$ cat src/sv/bvm_pkg.sv
package bvm_pkg;

  localparam int DATA_DEPTH = 1024;
  localparam int CODE_DEPTH = 1024;
  localparam int DATA_AW    = $clog2(DATA_DEPTH);
  localparam int CODE_AW    = $clog2(CODE_DEPTH);

  // pc must be able to hold CODE_DEPTH itself; the port shows the low 11 bits
  localparam int PC_NEED  = $clog2(CODE_DEPTH + 1);
  localparam int OUT_PC_W = 11;
  localparam int PC_W     = (PC_NEED > OUT_PC_W) ? PC_NEED : OUT_PC_W;

  localparam int CLR_DEPTH = (DATA_DEPTH > CODE_DEPTH) ? DATA_DEPTH : CODE_DEPTH;
  localparam int CLR_AW    = $clog2(CLR_DEPTH);

  localparam int CMD_W    = 2;
  localparam int ADDR_W   = 10;
  localparam int BYTE_W   = 8;
  localparam int WORD_W   = 32;
  localparam int STATUS_W = 3;

  localparam logic [CMD_W-1:0] CMD_WR_DATA = 2'd0;
  localparam logic [CMD_W-1:0] CMD_WR_CODE = 2'd1;
  localparam logic [CMD_W-1:0] CMD_STEP    = 2'd2;
  localparam logic [CMD_W-1:0] CMD_RD_DATA = 2'd3;

  localparam logic [STATUS_W-1:0] ST_OK       = 3'd0;
  localparam logic [STATUS_W-1:0] ST_EXIT     = 3'd1;
  localparam logic [STATUS_W-1:0] ST_BAD_PC   = 3'd2;
  localparam logic [STATUS_W-1:0] ST_BAD_DEST = 3'd3;
  localparam logic [STATUS_W-1:0] ST_BAD_SRC  = 3'd4;
  localparam logic [STATUS_W-1:0] ST_BAD_OP   = 3'd5;
  localparam logic [STATUS_W-1:0] ST_DIV_ZERO = 3'd6;
  localparam logic [STATUS_W-1:0] ST_HALTED   = 3'd7;

  localparam logic [7:0] OP_ADD  = 8'h00;
  localparam logic [7:0] OP_SUB  = 8'h01;
  localparam logic [7:0] OP_MUL  = 8'h02;
  localparam logic [7:0] OP_DIV  = 8'h03;
  localparam logic [7:0] OP_EXIT = 8'h0f;

  localparam int IMM_BIT = 11;

  typedef logic [1:0] vsel_t;
  localparam vsel_t VSEL_ZERO = 2'd0;
  localparam vsel_t VSEL_RD   = 2'd1;
  localparam vsel_t VSEL_SRC  = 2'd2;

  typedef struct packed {
    logic                clr;
    logic                ld_in;
    logic                dwr;
    logic                cwr;
    logic                drd_in;
    logic                crd_pc;
    logic                ld_word;
    logic                drd_src;
    logic                drd_dst;
    logic                ld_src;
    logic                ld_dst;
    logic                div_start;
    logic                wb;
    logic                set_halt;
    logic                res;
    logic [STATUS_W-1:0] res_status;
    vsel_t               vsel;
  } bvm_cmd_t;

  typedef struct packed {
    logic       clr_done;
    logic       halted;
    logic       pc_bad;
    logic       dst_bad;
    logic       src_bad;
    logic       src_imm;
    logic       sval_zero;
    logic       div_done;
    logic [7:0] opc;
  } bvm_stat_t;

endpackage

$ cat src/sv/bvm_ctrl.sv
module bvm_ctrl (
  input  logic                      clk,
  input  logic                      rst_n,
  input  logic                      start,
  input  logic [bvm_pkg::CMD_W-1:0] in_command,
  input  bvm_pkg::bvm_stat_t        stat,
  output bvm_pkg::bvm_cmd_t         cmd,
  output logic                      busy
);
  import bvm_pkg::*;

  localparam logic [3:0] S_CLEAR = 4'd0;
  localparam logic [3:0] S_IDLE  = 4'd1;
  localparam logic [3:0] S_DWR   = 4'd2;
  localparam logic [3:0] S_CWR   = 4'd3;
  localparam logic [3:0] S_RD0   = 4'd4;
  localparam logic [3:0] S_RD1   = 4'd5;
  localparam logic [3:0] S_STEP  = 4'd6;
  localparam logic [3:0] S_FETCH = 4'd7;
  localparam logic [3:0] S_CHK   = 4'd8;
  localparam logic [3:0] S_SRC   = 4'd9;
  localparam logic [3:0] S_DST   = 4'd10;
  localparam logic [3:0] S_EXEC  = 4'd11;
  localparam logic [3:0] S_DIV   = 4'd12;

  logic [3:0] state_r, state_nxt;

  always_comb begin
    cmd       = '0;
    state_nxt = state_r;
    unique case (state_r)
      S_CLEAR: begin
        cmd.clr = 1'b1;
        if (stat.clr_done) begin
          state_nxt = S_IDLE;
        end
      end
      S_IDLE: begin
        if (start) begin
          cmd.ld_in = 1'b1;
          unique case (in_command)
            CMD_WR_DATA: state_nxt = S_DWR;
            CMD_WR_CODE: state_nxt = S_CWR;
            CMD_STEP:    state_nxt = S_STEP;
            default:     state_nxt = S_RD0;
          endcase
        end
      end
      S_DWR: begin
        cmd.dwr = 1'b1;
        cmd.res = 1'b1;
        state_nxt = S_IDLE;
      end
      S_CWR: begin
        cmd.cwr = 1'b1;
        cmd.res = 1'b1;
        state_nxt = S_IDLE;
      end
      S_RD0: begin
        cmd.drd_in = 1'b1;
        state_nxt = S_RD1;
      end
      S_RD1: begin
        cmd.res  = 1'b1;
        cmd.vsel = VSEL_RD;
        state_nxt = S_IDLE;
      end
      S_STEP: begin
        priority if (stat.halted) begin
          cmd.res        = 1'b1;
          cmd.res_status = ST_HALTED;
          state_nxt      = S_IDLE;
        end else if (stat.pc_bad) begin
          cmd.res        = 1'b1;
          cmd.set_halt   = 1'b1;
          cmd.res_status = ST_BAD_PC;
          state_nxt      = S_IDLE;
        end else begin
          cmd.crd_pc = 1'b1;
          state_nxt  = S_FETCH;
        end
      end
      S_FETCH: begin
        cmd.ld_word = 1'b1;
        state_nxt   = S_CHK;
      end
      S_CHK: begin
        priority if (stat.dst_bad) begin
          cmd.res        = 1'b1;
          cmd.set_halt   = 1'b1;
          cmd.res_status = ST_BAD_DEST;
          state_nxt      = S_IDLE;
        end else if (!stat.src_imm && stat.src_bad) begin
          cmd.res        = 1'b1;
          cmd.set_halt   = 1'b1;
          cmd.res_status = ST_BAD_SRC;
          state_nxt      = S_IDLE;
        end else begin
          cmd.drd_src = 1'b1;
          state_nxt   = S_SRC;
        end
      end
      S_SRC: begin
        cmd.ld_src  = 1'b1;
        cmd.drd_dst = 1'b1;
        state_nxt   = S_DST;
      end
      S_DST: begin
        cmd.ld_dst = 1'b1;
        state_nxt  = S_EXEC;
      end
      S_EXEC: begin
        state_nxt = S_IDLE;
        unique case (stat.opc)
          OP_EXIT: begin
            cmd.res        = 1'b1;
            cmd.set_halt   = 1'b1;
            cmd.res_status = ST_EXIT;
            cmd.vsel       = VSEL_SRC;
          end
          OP_ADD, OP_SUB, OP_MUL: begin
            cmd.wb  = 1'b1;
            cmd.res = 1'b1;
          end
          OP_DIV: begin
            if (stat.sval_zero) begin
              cmd.res        = 1'b1;
              cmd.set_halt   = 1'b1;
              cmd.res_status = ST_DIV_ZERO;
            end else begin
              cmd.div_start = 1'b1;
              state_nxt     = S_DIV;
            end
          end
          default: begin
            cmd.res        = 1'b1;
            cmd.set_halt   = 1'b1;
            cmd.res_status = ST_BAD_OP;
          end
        endcase
      end
      S_DIV: begin
        if (stat.div_done) begin
          cmd.wb    = 1'b1;
          cmd.res   = 1'b1;
          state_nxt = S_IDLE;
        end
      end
      default: begin
        state_nxt = S_IDLE;
      end
    endcase
  end

  always_ff @(posedge clk) begin
    if (!rst_n) begin
      state_r <= S_CLEAR;
    end else begin
      state_r <= state_nxt;
    end
  end

  assign busy = state_r != S_IDLE;

endmodule

$ cat config.mk
export PLATFORM = sky130hd
export DESIGN_NAME = bvm_ctrl
export DESIGN_NICKNAME = d
export VERILOG_FILES = /design/src/sv/bvm_pkg.sv /design/src/sv/bvm_ctrl.sv
export SDC_FILE = /design/constraint.sdc
export NUM_CORES = 1
export LEC_CHECK = 0
export BUFFER_PORTS_ARGS = -buffer_cell sky130_fd_sc_hd__buf_2
export CORE_ASPECT_RATIO = 0.8
export CORE_MARGIN = 2
export CORE_UTILIZATION = 38
export CTS_CLUSTER_DIAMETER = 40
export DETAILED_ROUTE_END_ITERATION = 10
export MAX_ROUTING_LAYER = met4
export PLACE_DENSITY = 0.76
export SETUP_SLACK_MARGIN = 0.3
export SYNTH_ARGS = -nofsm -noshare
export SYNTH_HDL_FRONTEND = slang
export SYNTH_SLANG_ARGS = --single-unit
export TNS_END_PERCENT = 5
$ cat constraint.sdc
create_clock -name clk -period 1.3 [get_ports clk]
set_input_delay 0.065 -clock clk [delete_from_list [all_inputs] [get_ports clk]]
set_output_delay 0.065 -clock clk [all_outputs]
set_load 0.05 [all_outputs]
# Word level (Yosys, flattened, before mapping)
# Cells that the tools add are included.
# word_totals
reg_bits	4
in_bits	21
output_inout_bits	21
wordCells	77
# classes
eq_ne	22
mux	46
reduce_logical	8
# ops
cell	n
case mux 4 bit (10 select lines)	1
2-to-1 mux 4 bit	9
case mux 3 bit (3 select lines)	3
2-to-1 mux 1 bit	21
equality test 4 bit (second input constant)	5
2-to-1 mux 5 bit	4
equality test 4 x 3 -> 1 bit (second input constant)	4
equality test 8 x 2 -> 1 bit (second input constant)	2
equality test 4 x 2 -> 1 bit (second input constant)	2
equality test 8 x 1 -> 1 bit (second input constant)	1
equality test 8 x 4 -> 1 bit (second input constant)	1
zero test 8 bit	1
inequality test 2 bit (second input constant)	3
OR reduction 3 bit	2
case mux 1 bit (5 select lines)	1
equality test 4 x 1 -> 1 bit (second input constant)	1
zero test 4 bit	1
2-to-1 mux 2 bit	2
inequality test 4 x 1 -> 1 bit (second input constant)	1
case mux 1 bit (2 select lines)	2
case mux 2 bit (2 select lines)	1
2-to-1 mux 3 bit	1
case mux 1 bit (3 select lines)	1
AND reduction 3 bit	1
other kinds (5)	5

# Depth between registers and ports, before layout
# Gate-level depths: netlist of the first run.
# logic_depth
depth_word	5
depth_mapped	6
depth_no_buf	4

# Worst setup path before layout of the first run
# No wires, ideal clock.
# synth_timing
path_kind	input to output
start	in stat[5] (netlist bit)
end	out cmd[8] (netlist bit)
t_arrival_ns	2.430
t_required_ns	1.235
setup_slack_ns	-1.195
cell_stages	3
path_buffers	0
path_cell_list	or4_4 -> or3_4 -> nor4_1
# synth_rtl
element	line_no	rtl
start: declaration	bvm_ctrl.sv:6	input bvm_pkg::bvm_stat_t stat,
end: declaration	bvm_ctrl.sv:7	output bvm_pkg::bvm_cmd_t cmd,

==> qor.yml, run 1 <==
power:
  switching_share_pct: 37.1
  power_frac_seq_pct: 24.2
  p_comb_share_pct: 44.5
  p_leak_nw: 0.649
  p_per_area_nw_per_um2: 376
  pwr-share-clk_pct: 31.3
  p_total_mw: 0.531
  p_int_mw: 0.334
  p_sw_mw: 0.197
  ir_worst_vdd_uv: 328
logic_synthesis:
  syn-mean-instance-area_um2: 6.67
  yosys.area.top_type: "dfxtp_1"
  yosys_register_bits: 4
  synth_compound_area_share_pct: 31.5
  netlist_area_um2: 667
  yosysWarnings: 0
  syn_inst: 100
  ys_seq_area_share_pct: 12.0
  yosysUniqueCellTypes: 40
  ys_top_cells_by_area: "dfxtp_1 (12%), nor3_1 (6.0%), nor2_1 (5.6%)"
  syn-num-nets: 121
  synthAdderAreaFrac_pct: 0
  yosys.area_share.simple_pct: 47.1
  synth_top_family_by_area: "simple AND/OR/NAND/NOR gates"
  synth_mux_area_share_pct: 0
  synth-xor-area-share_pct: 1.31
  synth_top_area_share_pct: 12.0
place:
  placedInstanceArea_um2: 1160
  dp_slack_ps: -419
  dpl.hpwl_um: 2060
  dp.cells: 187
  gp_congestion: 0.851
  io_buffers: 41
worst_setup_path:
  required_ps: 1240
  crit_arrival_ps: 1650
  critPathMaxFanout: 5
  critPathMaxStageDelay_ps: 330
  crit_path_end_kind: "output pin"
  worstSetupPathType: "flip-flop to output pin"
  worstPathCellList: "nand4b_1 > nor4_4 > nand4_1 > nand4_1 > buf_6"
  crit_path_top_delay_cell: "dfxtp_2"
  path_common_cell: "nand4_1"
  startpoint_type: "flip-flop"
finish:
  n_antenna_cell: 0
  syn_to_final_growth_pct: 112
  seqCellArea_um2: 86.3
  regMostFlops: "state_r"
  layoutNonFillerInstCount: 190
  multi_input_area_um2: 676
  reg.largest.list: "state_r (4)"
  largest_reg_flops: 4
  final_layout_size_suffix_gt1_share_pct: 61.3
  nFillCells: 94
  layout.nets: 191
  postLayoutCellArea_um2: 1410
sta:
  timing.setup.tns_ps: -5030
  final_hold_viol_count: 0
  fmax_mhz: 584
  finalCritPeriodShare_pct: 132
  fin_crit_ps: 1710
  worst_slew_pin_slew_ps: 354
  setup_slack_ps: -413
  finalMaxSlewViolations: 0
  rsz0062_at_grt: "true"
  skew_ps: 1.55
  slew_headroom_pct: 76.3
  final-setup-viol-count: 24
clock_tree:
  cts.sinks: 4
  clock_latency_ps: 250
  clockBufferDepth: 2
  cts.root.buffer_cell: "clkbuf_4"
  tritoncts: "built"
  cts_buffers: 3
  htreeDepth: 1
  cts.reportedPaths.clkPinSlew_ps: 40
global_routing:
  antenna_found_initial: 0
  grt_pass1_vias: 967
  grt_use_total_pct: 28.4
  grt_max_degree: 14
  grt_overflow: 0
  grt_pass1_wl_um: 4420
routing:
  drt_pass1_iterations: 4
  route.antenna.remaining_nets: 0
  drt_iter0_drc: 34
  wire_per_inst_um: 15.0
  vias: 1100
  via_per_inst: 5.79
  routed_wirelength_um: 2860
  drc_errors: 0
run_status:
  violations: "setup timing"
  outcome: "finished, violations left"
die:
  dieArea_um2: 2110
  start_util_pct: 40.6
  die_x_um: 50.8
  core_area_um2: 1640
  io_pins: 42
  std_cell_rows: 13
  die_h_um: 41.5
hold_path:
  hp-class: "input pin to flip-flop"
flow_run:
  drv_cap: 0
[worst max-delay path, delay by kind of cell (launching register included)]
kind                   cells  cell delay [ps]
flip-flops                 1              330
buffers and inverters      1              160
AND/OR/NAND/NOR            4              900
[layer usage]
metal  wire, um  vias up  GRT usage [%]
met4         86        0           10.8
li1           -      517              -
met5          0        -              -
met2       1460       50           46.6
met3        161        9           5.04
met1       1150      524           34.7
[path summary, 6_finish.rpt]
kind,start,endpoint,slack [ps],cells after the start
max,state_r[2]$_SDFFE_PN0P_,cmd[6],-410,5
min,rst_n,state_r[2]$_SDFFE_PN0P_,90,3
max reg2reg,state_r[2]$_SDFFE_PN0P_,state_r[2]$_SDFFE_PN0P_,-90,5
min reg2reg,state_r[3]$_SDFFE_PN0P_,state_r[3]$_SDFFE_PN0P_,690,3
[power groups by stage]
stage                     sequential [mW]  clock, mW  combinational (mW)
after floorplan                     0.132          0               0.108
after global placement              0.131          0               0.197
after detailed placement            0.131          0               0.204
after CTS                           0.127      0.171               0.219
after global routing                0.129      0.172               0.251
final                               0.128      0.166               0.236
[per-stage QoR]
stage          hold slack [ps]  util, %
6_report                  89.3     85.9
2_1_floorplan              197        -
3_3_place_gp               343     70.6
5_1_grt                    103     85.9
3_5_place_dp               340     70.6
4_1_cts                   83.7     81.9
[area by class of cell]
cell class	instances	share of cell area, %
clock buffer	3	1.60
inverter	3	0.798
multi-input combinational	84	47.9
sequential	4	6.12
tap	22	1.95
timing repair buffer	74	41.7
[synthesized netlist by cell type]
cell type	n
nand4_1	4
o21a_1	1
o31ai_1	2
nand2_1	7
nand2b_1	5
buf_4	1
o22ai_1	1
nor4_2	1
o31ai_4	1
clkbuf_1	3
nor4_1	2
or3_4	1
or3_1	1
o2bb2ai_1	1
a31oi_1	3
a22oi_1	3
a21oi_1	4
and3_1	2
a21boi_1	1
buf_1	1
inv_1	3
dfxtp_1	4
o2111ai_1	1
a32oi_1	1
buf_2	4
xor2_1	1
o21ai_0	3
or4_4	1
nand3b_1	2
nor2b_1	5
a22o_1	2
nor4b_1	1
nor3_1	8
nand4b_1	1
nor3b_1	1
or2_2	1
nor2_1	10
nand3_1	2
a211oi_1	2
o22a_1	2
[cells by family after synthesis]
| family | count (synthesis) |
|---|---|
| AND/OR/NAND/NOR | 55 |
| AO/OA/AOI/OAI | 28 |
| buffers and inverters | 12 |
| flip-flops | 4 |
| XOR/XNOR | 1 |
[placed cells by master, fill, tap and decap left out, types with 2 or more instances in the layout]
cell,n
nor2_4,2
nor3_2,3
dfxtp_2,2
nand4_1,4
a21oi_1,4
a22o_1,2
buf_4,32
inv_1,3
o21ai_0,3
nor2_2,2
o31ai_1,2
nand3_1,2
a22oi_1,3
o22a_1,2
nor2b_1,4
nor4_4,2
a211oi_1,2
a31oi_1,3
and3_1,2
clkbuf_4,3
nor3_4,4
nand2_1,7
nand2b_1,4
nand3b_1,2
nor2_1,6
buf_2,20
buf_6,22
[what timing repair did]
action / in CTS / in global routing
hold buffers: 0 / 0
setup buffers: 0 / 0
pin swaps: 9 / 1
gates resized for setup: 47 / 17
setup endpoints to repair: 25 / 25
No activity file was read; power rests on OpenSTA's default activity.
==> run 2: changes to the inputs <==
ABC_AREA = 1   (was unset)
CORE_UTILIZATION = 36   (was 38)
PLACE_DENSITY = 0.75   (was 0.76)
==> qor.yml, run 2 <==
worst_setup_path:
  worstSetupPathType: "flip-flop to output pin"
  crit_path_top_delay_cell: "dfxtp_4"
  crit_arrival_ps: 1450
  startpoint_type: "flip-flop"
  critPathMaxStageDelay_ps: 410
  crit_path_end_kind: "output pin"
  critPathMaxFanout: 7
  required_ps: 1240
  worstPathCellList: "nand2_4 > nor2_4 > inv_2 > o31ai_4 > buf_6"
power:
  p_leak_nw: 0.669
  ir_worst_vdd_uv: 583
  p_int_mw: 0.394
  p_per_area_nw_per_um2: 543
  p_sw_mw: 0.337
  power_frac_seq_pct: 20.5
  switching_share_pct: 46.2
  p_comb_share_pct: 55.9
  pwr-share-clk_pct: 23.5
sta:
  worst_slew_pin_slew_ps: 426
  slew_headroom_pct: 71.5
  fin_crit_ps: 1510
  final-setup-viol-count: 20
  finalCritPeriodShare_pct: 117
  rsz0062_at_grt: "true"
  fmax_mhz: 660
  finalMaxSlewViolations: 0
  skew_ps: 14.6
  setup_slack_ps: -215
  final_hold_viol_count: 0
finish:
  final_cell_mix: "buf_2 (20), nand2_1 (19), buf_6 (17)"
  postLayoutCellArea_um2: 1350
  regMostFlops: "state_r"
  nFillCells: 88
  syn_to_final_growth_pct: 128
  final_common_cell: "buf_2"
  reg.largest.list: "state_r (4)"
  layoutNonFillerInstCount: 194
  n_antenna_cell: 0
  largest_reg_flops: 4
  layout.nets: 195
  final_layout_size_suffix_gt1_share_pct: 66.9
routing:
  drc_errors: 0
  vias: 1078
  drt_pass1_iterations: 4
  wire_per_inst_um: 16.2
  drt_iter0_drc: 47
  route.antenna.remaining_nets: 0
  via_per_inst: 5.56
  routed_wirelength_um: 3150
logic_synthesis:
  yosysWarnings: 0
  synthAdderAreaFrac_pct: 0
  synth-xor-area-share_pct: 0
  ys_top_cells_by_area: "nand2_1 (19%), nor2_1 (15%), dfxtp_1 (14%)"
  syn-num-nets: 136
  synth_most_common_cell: "nand2_1"
  synth_compound_area_share_pct: 9.11
  syn_inst: 115
  ys_seq_area_share_pct: 13.6
  synth_top_flop_cell: "dfxtp_1"
  yosys.area.top_type: "nand2_1"
  yosys_register_bits: 4
  synth-edff-count: 0
  netlist_area_um2: 591
  synth_top_family_by_area: "simple AND/OR/NAND/NOR gates"
  syn-mean-instance-area_um2: 5.14
  synth_common_cells: "nand2_1 (30), nor2_1 (23), inv_1 (21)"
  synth_mux_area_share_pct: 0
  yosys.area_share.simple_pct: 62.7
  synth_top_area_share_pct: 19.1
  synth-async-reset-ratio_pct: 0
  yosysUniqueCellTypes: 20
global_routing:
  grt_pass1_vias: 886
  grt_overflow: 0
  grt_use_total_pct: 26.6
  antenna_found_initial: 0
  grt_max_degree: 8
  grt_pass1_wl_um: 3790
run_status:
  violations: "setup timing"
  outcome: "finished, violations left"
die:
  dieArea_um2: 1980
  io_pins: 42
  std_cell_rows: 13
  core_area_um2: 1580
  die_x_um: 49.3
  die_h_um: 40.2
  start_util_pct: 37.4
clock_tree:
  cts.root.buffer_cell: "clkbuf_4"
  clock_latency_ps: 250
  cts.reportedPaths.clkPinSlew_ps: 50
  cts_buffers: 3
  tritoncts: "built"
  clockBufferDepth: 2
  cts.sinks: 4
  htreeDepth: 1
place:
  dp.cells: 186
  dpl.hpwl_um: 1710
  io_buffers: 41
  placedInstanceArea_um2: 1030
  gp_congestion: 0.905
flow_run:
  drv_cap: 0
hold_path:
  hp-class: "input pin to flip-flop"
run 2: repair_timing:
action | CTS | global route
hold buffers | 0 | 0
cloned | 0 | 0
setup buffers | 1 | 4
pin swaps | 9 | 9
setup endpoints to repair | 25 | 25
gates resized for setup | 58 | 25
run 2: cell type report:
| cell class | instances | area, um2 | area share, % |
|---|---|---|---|
| Tap cell | 22 | 27.5 | 2.05 |
| Sequential cell | 4 | 95.1 | 7.07 |
| Timing Repair Buffer | 55 | 472 | 35.1 |
| Multi-Input combinational cell | 89 | 642 | 47.7 |
| Clock buffer | 3 | 22.5 | 1.67 |
| Inverter | 21 | 86.3 | 6.42 |
run 2: worst paths after layout:
path	depth (start not counted)	to	slack, ps	startpoint
hold / removal	3	state_r[3]$_SDFFE_PN0P_	50	rst_n
setup reg to reg	9	state_r[0]$_SDFFE_PN0P_	-130	state_r[1]$_SDFFE_PN0P_
hold reg to reg	3	state_r[2]$_SDFFE_PN0P_	740	state_r[2]$_SDFFE_PN0P_
setup / recovery	5	cmd[7]	-210	state_r[1]$_SDFFE_PN0P_
run 2: cells by family after synthesis:
| family | Yosys count |
|---|---|
| and+or+nand+nor | 80 |
| buffers and inverters | 22 |
| AOI/OAI and AO/OA | 9 |
| DFF | 4 |
run 2: stage by stage:
step                worst slack (ps)  power [mW]  utilization, %  setup TNS, ps  hold slack (ps)
floorplan                       25.3       0.348               -              0              162
global placement               -18.8       0.445            65.0          -18.8              294
detailed placement             -32.9       0.451            65.0          -40.9              298
CTS                             -137       0.665            77.9           -911             54.3
global route                    -269       0.763            85.2          -3540             71.8
finish                          -215       0.731            85.2          -2500             54.6
run 2: critical path: cells and delay by family (launching register included):
| family | cells | cell delay [ps] |
|---|---|---|
| buffers and inverters | 2 | 280 |
| AND/OR/NAND/NOR | 2 | 320 |
| AO/OA/AOI/OAI | 1 | 190 |
| flip-flops | 1 | 410 |
run 2: layer usage:
layer	GRT usage (%)	up-vias	wire length, um
li1	-	484	-
met1	26.5	500	1110
met2	55.4	75	1690
met3	4.48	19	216
met4	8.57	0	129
met5	-	-	0
run 2: power groups by stage:
stage | Sequential, mW | Clock (mW) | Combinational [mW]
after floorplan | 0.147 | 0 | 0.201
after global placement | 0.145 | 0 | 0.300
after detailed placement | 0.146 | 0 | 0.304
after CTS | 0.147 | 0.166 | 0.351
after global routing | 0.151 | 0.180 | 0.432
final | 0.150 | 0.172 | 0.409
==> run 3: changes to the inputs <==
BUFFER_PORTS_ARGS = unset   (was -buffer_cell sky130_fd_sc_hd__buf_2)
CORE_AREA = 2 2 39 41   (was unset)
CORE_ASPECT_RATIO = unset   (was 0.8)
CORE_MARGIN = unset   (was 2)
CORE_UTILIZATION = unset   (was 36)
CTS_BUF_LIST = sky130_fd_sc_hd__clkbuf_16   (was unset)
DIE_AREA = 0 0 41 43   (was unset)
DONT_BUFFER_PORTS = 1   (was unset)
PLACE_DENSITY = unset   (was 0.75)
==> qor.yml, run 3 (synthesis gave the netlist of run 2 again) <==
run_status:
  outcome: "finished, violations left"
  violations: "setup timing"
finish:
  syn_to_final_growth_pct: 107
  final_common_cell: "nand2_1"
  largest_reg_flops: 4
  final_layout_size_suffix_gt1_share_pct: 49.0
  layout.nets: 166
  regMostFlops: "state_r"
  layoutNonFillerInstCount: 159
  reg.largest.list: "state_r (4)"
  n_antenna_cell: 0
  final_cell_mix: "nand2_1 (26), inv_1 (16), nor2_1 (12)"
clock_tree:
  cts.reportedPaths.clkPinSlew_ps: 30
  tritoncts: "built"
  cts.root.buffer_cell: "clkbuf_16"
  cts_buffers: 3
  clock_latency_ps: 230
  clockBufferDepth: 2
  htreeDepth: 1
  cts.sinks: 4
sta:
  final-setup-viol-count: 16
  slew_headroom_pct: 78.4
  setup_slack_ps: -198
  worst_slew_pin_slew_ps: 324
  rsz0062_at_grt: "true"
  final_hold_viol_count: 0
  fmax_mhz: 667
  timing.setup.tns_ps: -1560
  finalMaxSlewViolations: 0
  skew_ps: 1.67
  fin_crit_ps: 1500
  finalCritPeriodShare_pct: 115
global_routing:
  grt_max_degree: 8
  grt_pass1_vias: 771
  grt_pass1_wl_um: 3280
  antenna_found_initial: 0
  grt_use_total_pct: 28.4
  grt_overflow: 0
die:
  die_x_um: 41
  core_area_um2: 1380
  io_pins: 42
  die_h_um: 43
  dieArea_um2: 1760
  start_util_pct: 42.7
  std_cell_rows: 14
routing:
  wire_per_inst_um: 13.3
  via_per_inst: 5.25
  routed_wirelength_um: 2110
  route.antenna.remaining_nets: 0
  vias: 835
  drt_iter0_drc: 15
  drc_errors: 0
  drt_pass1_iterations: 4
power:
  p_leak_nw: 0.568
  p_per_area_nw_per_um2: 763
  p_total_mw: 0.934
  ir_worst_vdd_uv: 967
place:
  dp_slack_ps: 25.9
  io_buffers: 0
  gp_congestion: 0.807
  dpl.hpwl_um: 1550
  dp.cells: 151
flow_run:
  drv_cap: 0
worst_setup_path:
  crit_arrival_ps: 1430
  worstSetupPathType: "flip-flop to output pin"
  startpoint_type: "flip-flop"
  crit_path_end_kind: "output pin"
  required_ps: 1240
  critPathMaxFanout: 6
hold_path:
  hp-class: "input pin to flip-flop"
run 3: cell count changes in the layout (fill, tap and decap cells not counted), moves of 4 or more:
cell and change:
buf_2 -20, buf_6 -15, buf_12 +11, nand2_1 +7
nand2_2 -6, buf_8 -4
run 3: timing repair:
| item | 4_1_cts | 5_1_grt |
|---|---|---|
| hold buffers | 1 | 0 |
| pin swaps | 2 | 3 |
| resized for setup | 13 | 7 |
| endpoints found under the setup margin | 25 | 25 |
| hold endpoints to repair | 4 | 0 |
| buffers inserted | 2 | 2 |
| gates cloned | 0 | 0 |
run 3: power by group:
| part | internal, mW | switching [mW] | leakage (nW) |
|---|---|---|---|
| sequential | 0.129 | 0.0221 | 0.0355 |
| combinational | 0.103 | 0.194 | 0.496 |
| clock | 0.394 | 0.0937 | 0.0370 |
run 3: per-layer routing:
layer	wire length [um]	GRT usage, %	vias to the layer above
li1	-	-	427
met3	88	4.71	2
met1	857	36.3	383
met4	19	10.0	0
met2	1150	43.4	23
met5	0	-	-
run 3: critical path, cell delays in order, from the launching register on:
cell	delay, ps
dfxtp_4	370
inv_1	140
nand2_2	110
nor2_4	120
nand2_1	90
o2111ai_4	210
buf_12	160
run 3: worst paths after layout:
path                                               from                       to  slack, ps  depth (start not counted)
worst max-delay path            state_r[0]$_SDFFE_PN0P_                   cmd[6]       -200                          6
worst min-delay path                      in_command[1]  state_r[1]$_SDFFE_PN0P_        130                          3
worst max register to register  state_r[0]$_SDFFE_PN0P_  state_r[0]$_SDFFE_PN0P_        -30                          7
worst min register to register  state_r[2]$_SDFFE_PN0P_  state_r[2]$_SDFFE_PN0P_        710                          3
run 3: final cells by class:
type / instances / area [um2]
clock buffers: 3 / 75.1
fillers: 77 / 159
inverters: 21 / 85.1
multi-input cells: 89 / 592
flip-flops and latches: 4 / 95.1
well taps: 16 / 20.0
repair buffers: 26 / 358
run 3: per-stage QoR:
step,cell area [um2],util [%],hold WS (ps)
CTS,1180,85.6,138
detailed placement,1040,75.2,167
finish,1220,88.5,134
global route,1220,88.5,162
floorplan,733,-,162
global placement,1040,75.2,167
